<file path="src/etok_pkg.sv">
// Shared types and constants for the expression tokenizer.
package etok_pkg;

	localparam int NAME_BYTES_DEF = 8;
	localparam int QUEUE_DEPTH    = 4;
	localparam int PTR_W          = $clog2(QUEUE_DEPTH);
	localparam int CNT_W          = PTR_W + 1;
	localparam int TDATA_W        = 120;

	localparam logic [30:0] INT_MAX31 = 31'h7FFF_FFFF;

	typedef enum logic [4:0] {
		T_INT    = 5'd0,
		T_PLUS   = 5'd1,
		T_MINUS  = 5'd2,
		T_STAR   = 5'd3,
		T_SLASH  = 5'd4,
		T_LPAREN = 5'd5,
		T_RPAREN = 5'd6,
		T_EOF    = 5'd7,
		T_IDENT  = 5'd8,
		T_LET    = 5'd9,
		T_EQ     = 5'd10,
		T_SEMI   = 5'd11,
		T_IF     = 5'd12,
		T_ELSE   = 5'd13,
		T_TRUE   = 5'd14,
		T_FALSE  = 5'd15,
		T_LT     = 5'd16,
		T_GT     = 5'd17,
		T_EQEQ   = 5'd18,
		T_LBRACE = 5'd19,
		T_RBRACE = 5'd20,
		T_FN     = 5'd21,
		T_COMMA  = 5'd22,
		T_RETURN = 5'd23,
		T_ERROR  = 5'd24
	} tok_kind_t;

	typedef struct packed {
		tok_kind_t   kind;
		logic [30:0] num_value;
		logic        int_overflow;
		logic [63:0] ident_text;
		logic [7:0]  ident_length;
		logic        ident_truncated;
		logic [7:0]  offending_char;
		logic        last;
	} tok_t;

endpackage

</file>
<file path="src/etok_scan.sv">
// Character scanner: mode state, number and name accumulation, token decode.
module etok_scan #(
	parameter int NAME_BYTES = etok_pkg::NAME_BYTES_DEF
) (
	input  logic           clk,
	input  logic           arst_n,
	input  logic           step,
	input  logic [7:0]     char_in,
	output logic [1:0]     tok_count,
	output etok_pkg::tok_t tok0,
	output etok_pkg::tok_t tok1
);

	localparam int BUF_W = 8 * NAME_BYTES;

	localparam logic [7:0] CH_NUL    = 8'h00;
	localparam logic [7:0] CH_SPACE  = 8'h20;
	localparam logic [7:0] CH_TAB    = 8'h09;
	localparam logic [7:0] CH_CR     = 8'h0D;
	localparam logic [7:0] CH_PLUS   = 8'h2B;
	localparam logic [7:0] CH_MINUS  = 8'h2D;
	localparam logic [7:0] CH_STAR   = 8'h2A;
	localparam logic [7:0] CH_SLASH  = 8'h2F;
	localparam logic [7:0] CH_LPAREN = 8'h28;
	localparam logic [7:0] CH_RPAREN = 8'h29;
	localparam logic [7:0] CH_SEMI   = 8'h3B;
	localparam logic [7:0] CH_LT     = 8'h3C;
	localparam logic [7:0] CH_GT     = 8'h3E;
	localparam logic [7:0] CH_LBRACE = 8'h7B;
	localparam logic [7:0] CH_RBRACE = 8'h7D;
	localparam logic [7:0] CH_COMMA  = 8'h2C;
	localparam logic [7:0] CH_EQUALS = 8'h3D;
	localparam logic [7:0] CH_UNDER  = 8'h5F;
	localparam logic [7:0] CH_0      = 8'h30;
	localparam logic [7:0] CH_9      = 8'h39;
	localparam logic [7:0] CH_A_UP   = 8'h41;
	localparam logic [7:0] CH_Z_UP   = 8'h5A;
	localparam logic [7:0] CH_A_LO   = 8'h61;
	localparam logic [7:0] CH_Z_LO   = 8'h7A;

	// keywords, first character in the lowest byte
	localparam logic [63:0] KW_LET    = 64'h0000_0000_0074_656C;
	localparam logic [63:0] KW_IF     = 64'h0000_0000_0000_6669;
	localparam logic [63:0] KW_ELSE   = 64'h0000_0000_6573_6C65;
	localparam logic [63:0] KW_TRUE   = 64'h0000_0000_6575_7274;
	localparam logic [63:0] KW_FALSE  = 64'h0000_0065_736C_6166;
	localparam logic [63:0] KW_FN     = 64'h0000_0000_0000_6E66;
	localparam logic [63:0] KW_RETURN = 64'h0000_6E72_7574_6572;

	typedef enum logic [2:0] {
		M_IDLE,
		M_NUM,
		M_NAME,
		M_EQ,
		M_ERR
	} mode_t;

	mode_t            mode_q, mode_d;
	logic [30:0]      acc_q, acc_d;
	logic             ovf_q, ovf_d;
	logic [BUF_W-1:0] name_q, name_d;
	logic [7:0]       len_q, len_d;

	logic             is_digit, is_alpha, is_space, is_single;
	etok_pkg::tok_kind_t single_kind;
	logic [34:0]      acc_next;
	logic             acc_sat;
	logic [63:0]      text64;
	logic             name_trunc;
	etok_pkg::tok_t   name_tok;
	etok_pkg::tok_t   pend_tok, new_tok;
	logic             has_pend, has_new, fin;

	assign is_digit = (char_in >= CH_0) && (char_in <= CH_9);
	assign is_alpha = ((char_in >= CH_A_LO) && (char_in <= CH_Z_LO)) ||
		((char_in >= CH_A_UP) && (char_in <= CH_Z_UP));
	assign is_space = (char_in == CH_SPACE) || ((char_in >= CH_TAB) && (char_in <= CH_CR));

	always_comb begin
		is_single   = 1'b1;
		single_kind = etok_pkg::T_ERROR;
		unique case (char_in)
			CH_PLUS:   single_kind = etok_pkg::T_PLUS;
			CH_MINUS:  single_kind = etok_pkg::T_MINUS;
			CH_STAR:   single_kind = etok_pkg::T_STAR;
			CH_SLASH:  single_kind = etok_pkg::T_SLASH;
			CH_LPAREN: single_kind = etok_pkg::T_LPAREN;
			CH_RPAREN: single_kind = etok_pkg::T_RPAREN;
			CH_SEMI:   single_kind = etok_pkg::T_SEMI;
			CH_LT:     single_kind = etok_pkg::T_LT;
			CH_GT:     single_kind = etok_pkg::T_GT;
			CH_LBRACE: single_kind = etok_pkg::T_LBRACE;
			CH_RBRACE: single_kind = etok_pkg::T_RBRACE;
			CH_COMMA:  single_kind = etok_pkg::T_COMMA;
			default:   is_single = 1'b0;
		endcase
	end

	// acc * 10 + digit
	assign acc_next = 35'({acc_q, 3'b000}) + 35'({acc_q, 1'b0}) + 35'(char_in[3:0]);
	assign acc_sat  = acc_next > 35'(etok_pkg::INT_MAX31);

	assign text64     = 64'(name_q);
	assign name_trunc = len_q > 8'(NAME_BYTES);

	always_comb begin
		name_tok = '0;
		name_tok.kind = etok_pkg::T_IDENT;
		name_tok.ident_text = text64;
		name_tok.ident_length = len_q;
		name_tok.ident_truncated = name_trunc;
		if (!name_trunc) begin
			if (len_q == 8'd3 && text64 == KW_LET) begin
				name_tok = '0;
				name_tok.kind = etok_pkg::T_LET;
			end else if (len_q == 8'd2 && text64 == KW_IF) begin
				name_tok = '0;
				name_tok.kind = etok_pkg::T_IF;
			end else if (len_q == 8'd4 && text64 == KW_ELSE) begin
				name_tok = '0;
				name_tok.kind = etok_pkg::T_ELSE;
			end else if (len_q == 8'd4 && text64 == KW_TRUE) begin
				name_tok = '0;
				name_tok.kind = etok_pkg::T_TRUE;
			end else if (len_q == 8'd5 && text64 == KW_FALSE) begin
				name_tok = '0;
				name_tok.kind = etok_pkg::T_FALSE;
			end else if (len_q == 8'd2 && text64 == KW_FN) begin
				name_tok = '0;
				name_tok.kind = etok_pkg::T_FN;
			end else if (len_q == 8'd6 && text64 == KW_RETURN) begin
				name_tok = '0;
				name_tok.kind = etok_pkg::T_RETURN;
			end
		end
	end

	always_comb begin
		mode_d   = mode_q;
		acc_d    = acc_q;
		ovf_d    = ovf_q;
		name_d   = name_q;
		len_d    = len_q;
		pend_tok = '0;
		new_tok  = '0;
		has_pend = 1'b0;
		has_new  = 1'b0;
		fin      = 1'b0;

		// close out whatever token is in progress
		unique case (mode_q)
			M_ERR: begin
				fin = 1'b1;
				if (char_in == CH_NUL) begin
					has_pend = 1'b1;
					pend_tok.kind = etok_pkg::T_EOF;
					mode_d = M_IDLE;
					acc_d  = '0;
					ovf_d  = 1'b0;
					name_d = '0;
					len_d  = '0;
				end
			end
			M_NUM: begin
				if (is_digit) begin
					fin = 1'b1;
					if (acc_sat) begin
						acc_d = etok_pkg::INT_MAX31;
						ovf_d = 1'b1;
					end else begin
						acc_d = acc_next[30:0];
					end
				end else begin
					has_pend = 1'b1;
					pend_tok.kind = etok_pkg::T_INT;
					pend_tok.num_value = acc_q;
					pend_tok.int_overflow = ovf_q;
					mode_d = M_IDLE;
				end
			end
			M_NAME: begin
				if (is_alpha || is_digit || char_in == CH_UNDER) begin
					fin = 1'b1;
					for (int b = 0; b < NAME_BYTES; b++) begin
						if (len_q == 8'(b))
							name_d[8*b +: 8] = char_in;
					end
					if (len_q != 8'hFF)
						len_d = len_q + 8'd1;
				end else begin
					has_pend = 1'b1;
					pend_tok = name_tok;
					mode_d = M_IDLE;
				end
			end
			M_EQ: begin
				has_pend = 1'b1;
				mode_d = M_IDLE;
				if (char_in == CH_EQUALS) begin
					pend_tok.kind = etok_pkg::T_EQEQ;
					fin = 1'b1;
				end else begin
					pend_tok.kind = etok_pkg::T_EQ;
				end
			end
			default: ;
		endcase

		// the character on its own
		if (!fin) begin
			if (is_space) begin
				has_new = 1'b0;
			end else if (is_single) begin
				has_new = 1'b1;
				new_tok.kind = single_kind;
			end else if (char_in == CH_EQUALS) begin
				mode_d = M_EQ;
			end else if (char_in == CH_NUL) begin
				has_new = 1'b1;
				new_tok.kind = etok_pkg::T_EOF;
				mode_d = M_IDLE;
				acc_d  = '0;
				ovf_d  = 1'b0;
				name_d = '0;
				len_d  = '0;
			end else if (is_digit) begin
				mode_d = M_NUM;
				acc_d  = 31'(char_in[3:0]);
				ovf_d  = 1'b0;
			end else if (is_alpha || char_in == CH_UNDER) begin
				mode_d = M_NAME;
				name_d = BUF_W'(char_in);
				len_d  = 8'd1;
			end else begin
				has_new = 1'b1;
				new_tok.kind = etok_pkg::T_ERROR;
				new_tok.offending_char = char_in;
				mode_d = M_ERR;
			end
		end
	end

	always_comb begin
		tok0 = '0;
		tok1 = '0;
		tok_count = 2'd0;
		if (has_pend && has_new) begin
			tok0 = pend_tok;
			tok1 = new_tok;
			tok1.last = 1'b1;
			tok_count = 2'd2;
		end else if (has_pend) begin
			tok0 = pend_tok;
			tok0.last = 1'b1;
			tok_count = 2'd1;
		end else if (has_new) begin
			tok0 = new_tok;
			tok0.last = 1'b1;
			tok_count = 2'd1;
		end
	end

	always_ff @(posedge clk or negedge arst_n) begin
		if (!arst_n) begin
			mode_q <= M_IDLE;
			acc_q  <= '0;
			ovf_q  <= 1'b0;
			name_q <= '0;
			len_q  <= '0;
		end else if (step) begin
			mode_q <= mode_d;
			acc_q  <= acc_d;
			ovf_q  <= ovf_d;
			name_q <= name_d;
			len_q  <= len_d;
		end
	end

	a_err_silent: assert property (@(posedge clk) disable iff (!arst_n)
		(mode_q == M_ERR && char_in != CH_NUL) |-> tok_count == 2'd0)
		else $error("tokens emitted while ignoring input");

	a_pair_last: assert property (@(posedge clk) disable iff (!arst_n)
		(tok_count == 2'd2) |-> (tok1.last && !tok0.last))
		else $error("bad last marking on token pair");

	a_sat_hold: assert property (@(posedge clk) disable iff (!arst_n)
		(step && mode_q == M_NUM && ovf_q && is_digit) |=> acc_q == etok_pkg::INT_MAX31)
		else $error("saturated number left its ceiling");

endmodule

</file>
<file path="src/etok_fifo.sv">
// Token queue between the scanner and the output stream, up to two writes per cycle.
module etok_fifo (
	input  logic           clk,
	input  logic           arst_n,
	input  logic [1:0]     push_n,
	input  etok_pkg::tok_t din0,
	input  etok_pkg::tok_t din1,
	input  logic           pop,
	output etok_pkg::tok_t dout,
	output logic           not_empty,
	output logic           room_two
);

	etok_pkg::tok_t mem_q [etok_pkg::QUEUE_DEPTH];

	logic [etok_pkg::PTR_W-1:0] rd_ptr_q, wr_ptr_q;
	logic [etok_pkg::CNT_W-1:0] cnt_q;

	assign dout      = mem_q[rd_ptr_q];
	assign not_empty = cnt_q != '0;
	assign room_two  = cnt_q <= etok_pkg::CNT_W'(etok_pkg::QUEUE_DEPTH - 2);

	always_ff @(posedge clk) begin
		if (push_n != 2'd0)
			mem_q[wr_ptr_q] <= din0;
		if (push_n == 2'd2)
			mem_q[wr_ptr_q + etok_pkg::PTR_W'(1)] <= din1;
	end

	always_ff @(posedge clk or negedge arst_n) begin
		if (!arst_n) begin
			rd_ptr_q <= '0;
			wr_ptr_q <= '0;
			cnt_q    <= '0;
		end else begin
			if (pop)
				rd_ptr_q <= rd_ptr_q + etok_pkg::PTR_W'(1);
			wr_ptr_q <= wr_ptr_q + etok_pkg::PTR_W'(push_n);
			cnt_q    <= cnt_q + etok_pkg::CNT_W'(push_n) - etok_pkg::CNT_W'(pop);
		end
	end

	a_no_overrun: assert property (@(posedge clk) disable iff (!arst_n)
		(push_n != 2'd0) |-> (cnt_q + etok_pkg::CNT_W'(push_n) - etok_pkg::CNT_W'(pop))
			<= etok_pkg::CNT_W'(etok_pkg::QUEUE_DEPTH))
		else $error("token queue overrun");

endmodule

</file>
<file path="src/expression_tokenizer_core.sv">
// Top level of the expression tokenizer: input register, scanner, token queue.
// One character is taken per clock cycle unless the token queue holds input off. A character
// is registered on accept and scanned from that register once the queue has room for two
// tokens; any token it completes is written into the queue and shown on the master side. A
// character can close a pending number, name or '=' and also give its own token, so it may
// yield two output requests; these pass through a four-entry token queue, and input is held
// off only while that queue has fewer than two free entries. A drain of one token per cycle
// keeps the input at full rate as long as the stream averages at most one token per character.
module expression_tokenizer_core #(
	parameter int NAME_BYTES = etok_pkg::NAME_BYTES_DEF
) (
	input  logic                         clk,
	input  logic                         arst_n,
	input  logic                         s_tvalid,
	output logic                         s_tready,
	input  logic [7:0]                   s_tdata,  // char_in
	output logic                         m_tvalid,
	input  logic                         m_tready,
	// num_value, int_overflow, ident_text, ident_length, ident_truncated, offending_char,
	// zero fill
	output logic [etok_pkg::TDATA_W-1:0] m_tdata,
	output logic [4:0]                   m_tuser,  // token_kind
	output logic                         m_tlast
);

	logic           valid_s1;
	logic [7:0]     char_s1;
	logic           advance;
	logic           room_two;
	logic [1:0]     tok_count;
	logic [1:0]     push_n;
	etok_pkg::tok_t tok0, tok1, head;

	assign advance  = valid_s1 && room_two;
	assign s_tready = !valid_s1 || room_two;
	assign push_n   = advance ? tok_count : 2'd0;

	always_ff @(posedge clk or negedge arst_n) begin
		if (!arst_n) begin
			valid_s1 <= 1'b0;
		end else if (s_tready) begin
			valid_s1 <= s_tvalid;
		end
	end

	always_ff @(posedge clk) begin
		if (s_tvalid && s_tready)
			char_s1 <= s_tdata;
	end

	etok_scan #(
		.NAME_BYTES(NAME_BYTES)
	) u_scan (
		.clk       (clk),
		.arst_n    (arst_n),
		.step      (advance),
		.char_in   (char_s1),
		.tok_count (tok_count),
		.tok0      (tok0),
		.tok1      (tok1)
	);

	etok_fifo u_fifo (
		.clk       (clk),
		.arst_n    (arst_n),
		.push_n    (push_n),
		.din0      (tok0),
		.din1      (tok1),
		.pop       (m_tvalid && m_tready),
		.dout      (head),
		.not_empty (m_tvalid),
		.room_two  (room_two)
	);

	assign m_tdata = {7'b000_0000, head.offending_char, head.ident_truncated, head.ident_length,
		head.ident_text, head.int_overflow, head.num_value};
	assign m_tuser = head.kind;
	assign m_tlast = head.last;

	a_stall_hold: assert property (@(posedge clk) disable iff (!arst_n)
		(valid_s1 && !advance) |=> (valid_s1 && $stable(char_s1)))
		else $error("registered character lost while stalled");

endmodule

</file>
<file path="config.mk">
export PLATFORM = sky130hd
export DESIGN_NAME = expression_tokenizer_core
export DESIGN_NICKNAME = d
export VERILOG_FILES = /design/src/etok_pkg.sv /design/src/etok_scan.sv /design/src/etok_fifo.sv /design/src/expression_tokenizer_core.sv
export SDC_FILE = /design/constraint.sdc
export NUM_CORES = 1
export LEC_CHECK = 0
export BUFFER_PORTS_ARGS = -buffer_cell sky130_fd_sc_hd__buf_2
export CAP_MARGIN = 10
export CELL_PAD_IN_SITES_DETAIL_PLACEMENT = 0
export CELL_PAD_IN_SITES_GLOBAL_PLACEMENT = 2
export CORE_MARGIN = 2
export CORE_UTILIZATION = 29
export CTS_CLUSTER_SIZE = 16
export DETAILED_ROUTE_END_ITERATION = 16
export HOLD_SLACK_MARGIN = 0.05
export PLACE_DENSITY = 0.65
export SETUP_SLACK_MARGIN = 0.3
export SLEW_MARGIN = 10
export SYNTH_ARGS = -nofsm -noshare
export SYNTH_HDL_FRONTEND = slang
export SYNTH_SLANG_ARGS = --single-unit
</file>
<file path="constraint.sdc">
create_clock -name clk -period 6.2 [get_ports clk]
set_input_delay 1.55 -clock clk [delete_from_list [all_inputs] [get_ports clk]]
set_output_delay 1.55 -clock clk [all_outputs]
set_load 0.05 [all_outputs]
</file>
==> flow_summary_export.csv <==
group,metric,value,unit
floorplan,rows,111,
setup_path,crit_path_start_kind,"register",
setup_path,path_buf_inv,3,
grt,grt_first_pass_wirelength,132000,um
clock_network,clock_latency,0.64,ns
clock_network,post_cts_buffers,0,
clock_network,cts_resized,0,
grt,overflow,0,
setup_path,required,6.46,ns
floorplan,ioPinCount,140,
setup_path,arrival,4.97,ns
power,p_total,11800,uW
timing,tightest_slew,1.25,ns
place,pre_cts_slack,1.49,ns
timing,rsz0062_at_grt,"no",
synthesis,yosysTopAreaCell,"dfxtp_1",
routing,num_vias,20300,
timing,clock.fmax,212,MHz
synthesis,ys_types,91,
timing,finalCritPeriodShare,76.0,%
cells_and_area,drive_gt1_share,18.5,%
clock_network,cts_hold_buf,0,
clock_network,cts_tree,"built",
grt,grt_max_degree,121,
setup_path,max_stage_delay,0.70,ns
synthesis,synth_area_leaders,"dfxtp_1, dfrtp_1, mux4_2, a32o_1, a22o_1",
timing,hold_viol_final,0,
routing,wl_per_cell,24.7,um
timing,slew_headroom,16.4,%
place,io_buffers,132,
timing,fin_skew,0.0291,ns
grt,grt_pass1_vias,21000,
synthesis,async_flop_share,19.2,%
routing,vias_per_cell,5.76,
run,cap_viol_max_count,0,
synthesis,yosysWarnings,0,
timing,setup_violations,0,
synthesis,muxShareOfSynthArea,10.0,%
floorplan,fp.coreArea,91700,um2
cells_and_area,n_antenna_cell,0,
routing,ant_nets,0,
synthesis,synth_edf_count,64,
routing,firstDrtPassIters,7,
timing,whs,0.459,ns
synthesis,synth-simple-area-share,8.33,%
place,place_area,28600,um2
power,ir_drop,194,uV
place,dp_hpwl,55500,um
cells_and_area,areaGrowthSynthToFinish,14.5,%
clock_network,path_clk_slew,0.06,ns
cells_and_area,design_area,30700,um2
synthesis,yosysSeqAreaShare,49.2,%
synthesis,synth_top_family_by_area,"compound AO/OA/AOI/OAI gates",
setup_path,cp_top_family,"simple AND/OR/NAND/NOR gates",
floorplan,die_height,308,um
timing,setup_tns,0,ns
min_path,hp-class,"register to register",
synthesis,yosys.area.top_type_share,31.3,%
timing,slew_viol_final,0,
power,power_leakage,0.0119,uW
timing,finalCriticalPeriod,4.71,ns
clock_network,cts_max_level,3,
setup_path,crit_type,"register to register",
synthesis,ys.flop_type,"dfxtp_1",
floorplan,dieWidth,308,um
setup_path,cp_slowest_cell,"o21ai_1",
synthesis,synth_fa_ha_area_share,3.49,%
routing,route.detailed.drc,0,
timing,fin_ws,1.49,ns
floorplan,die_area,95000,um2
clock_network,clockRootBuffer,"clkbuf_16",
status,status,"completed",
synthesis,synth_area_per_cell,11.9,um2
routing,wl,87000,um
synthesis,syn_inst,2260,
synthesis,synth-compound-area-share,23.9,%
synthesis,yosysMostFrequentCell,"dfxtp_1",
place,gp_congestion,0.826,
setup_path,path_cells,"buf_4 > or2_2 > o311ai_0 > or3_1 > inv_1 > ha_1 > o21ai_1 > nor2_4 > nor2_4 > inv_1",
clock_network,clock-sinks,599,
routing,drt-initial-drc-count,1315,
synthesis,synth_xor_area_share,1.14,%
synthesis,synth-seq-cells,599,
synthesis,synth_commonest_cells,"dfxtp_1, a32o_1, a22o_1, clkbuf_1, mux4_2",
clock_network,clk_path_buf_depth,3,
grt,antenna_found_initial,0,
floorplan,floorplan.initialDensity,29.3,%
setup_path,end_kind,"register",
synthesis,syn_area,26800,um2
clock_network,numCtsBuffers,68,
grt,grt_usage,18.2,%
cells_and_area,fin_nets,2371,
power,powerDensity,385,nW/um2
setup_path,cp_max_fo,14,
kinds of logic (layout without fill, tap and decap cells):
| family | Yosys count | count (layout) |
|---|---|---|
| xor gates and xnor gates | 35 | 35 |
| muxes | 120 | 120 |
| and+or+nand+nor | 422 | 422 |
| AOI/OAI and AO/OA | 751 | 751 |
| other | 1 | 7 |
| DFF | 599 | 599 |
| buffers and inverters | 259 | 333 |
| adders and majority gates | 73 | 73 |
sequential cells by signal, summed over array words and instances, names as in the netlist:
name	cells
u_scan.mode_q	3
u_fifo.cnt_q	3
u_scan.len_q	8
u_fifo.mem_q	476
u_fifo.wr_ptr_q	2
u_fifo.rd_ptr_q	2
u_scan.ovf_q	1
valid_s1	1
u_scan.name_q	64
char_s1	8
u_scan.acc_q	31
path summary, 6_finish.rpt:
check / start / to / slack (ns) / depth (start not counted)
worst min-delay path: u_fifo.mem_q[2][9] / u_fifo.mem_q[2][9] / 0.46 / 2
worst max-delay path: char_s1[6] / u_fifo.mem_q[3][114] / 1.49 / 10
worst max register to register: char_s1[6] / u_fifo.mem_q[3][114] / 1.49 / 10
min in group asynchronous: arst_n / u_scan.acc_q[15] / 0.97 / 1
worst min register to register: u_fifo.mem_q[2][9] / u_fifo.mem_q[2][9] / 0.46 / 2
max in group asynchronous: arst_n / u_scan.name_q[9] / 4.08 / 2
cell type report:
| cell class | count | area, um2 |
|---|---|---|
| clock inverter | 29 | 254 |
| timing repair buffer | 171 | 1050 |
| clock buffer | 95 | 1890 |
| sequential | 599 | 13200 |
| inverter | 38 | 143 |
| tap | 1186 | 1480 |
| fill | 9182 | 60900 |
| multi-input combinational | 1408 | 12700 |
per-layer routing:
layer  vias up  GRT usage [%]  part of all wire (%)
met5         -              0                     0
met4         0           5.83                   3.0
met3       144           2.43                   4.0
met2       536           32.7                    51
met1     10600           22.3                    42
li1       9090              -                     -
tightest hold or removal path, cell delays in order (launching register included):
cell and delay, ns:
dfxtp_1 0.33, nand2_1 0.05, o21ai_0 0.05
through the flow:
step                      std cells  utilization [%]
after floorplan                2266                -
after global placement         3402             31.2
after detailed placement       3402             31.2
after CTS                      3526             33.5
after global routing           3526             33.5
final                          3526             33.5
placed cells by master, fill, tap and decap left out, drive strengths merged, types with 11 or more instances in the layout:
master / instances
xnor2: 18
o21ai: 63
a211oi: 13
a31oi: 13
clkbuf: 95
nor3: 32
clkinv: 22
xor2: 17
edfxtp: 64
nor2: 88
nand4: 20
nand3: 30
o22ai: 21
buf: 171
mux4: 119
ha: 70
a221o: 26
nor2b: 35
dfrtp: 115
dfxtp: 420
a22o: 223
a32o: 252
nand2: 95
inv: 44
and2: 23
or3: 11
a21o: 11
nand2b: 18
nor4: 26
a21oi: 56
power breakdown:
group	switching [uW]	total, uW	internal (uW)
Clock	1690	3900	2210
Sequential	489	4670	4180
Combinational	2250	3250	1000
Total	4430	11800	7390
No activity file was read; power rests on OpenSTA's default activity.
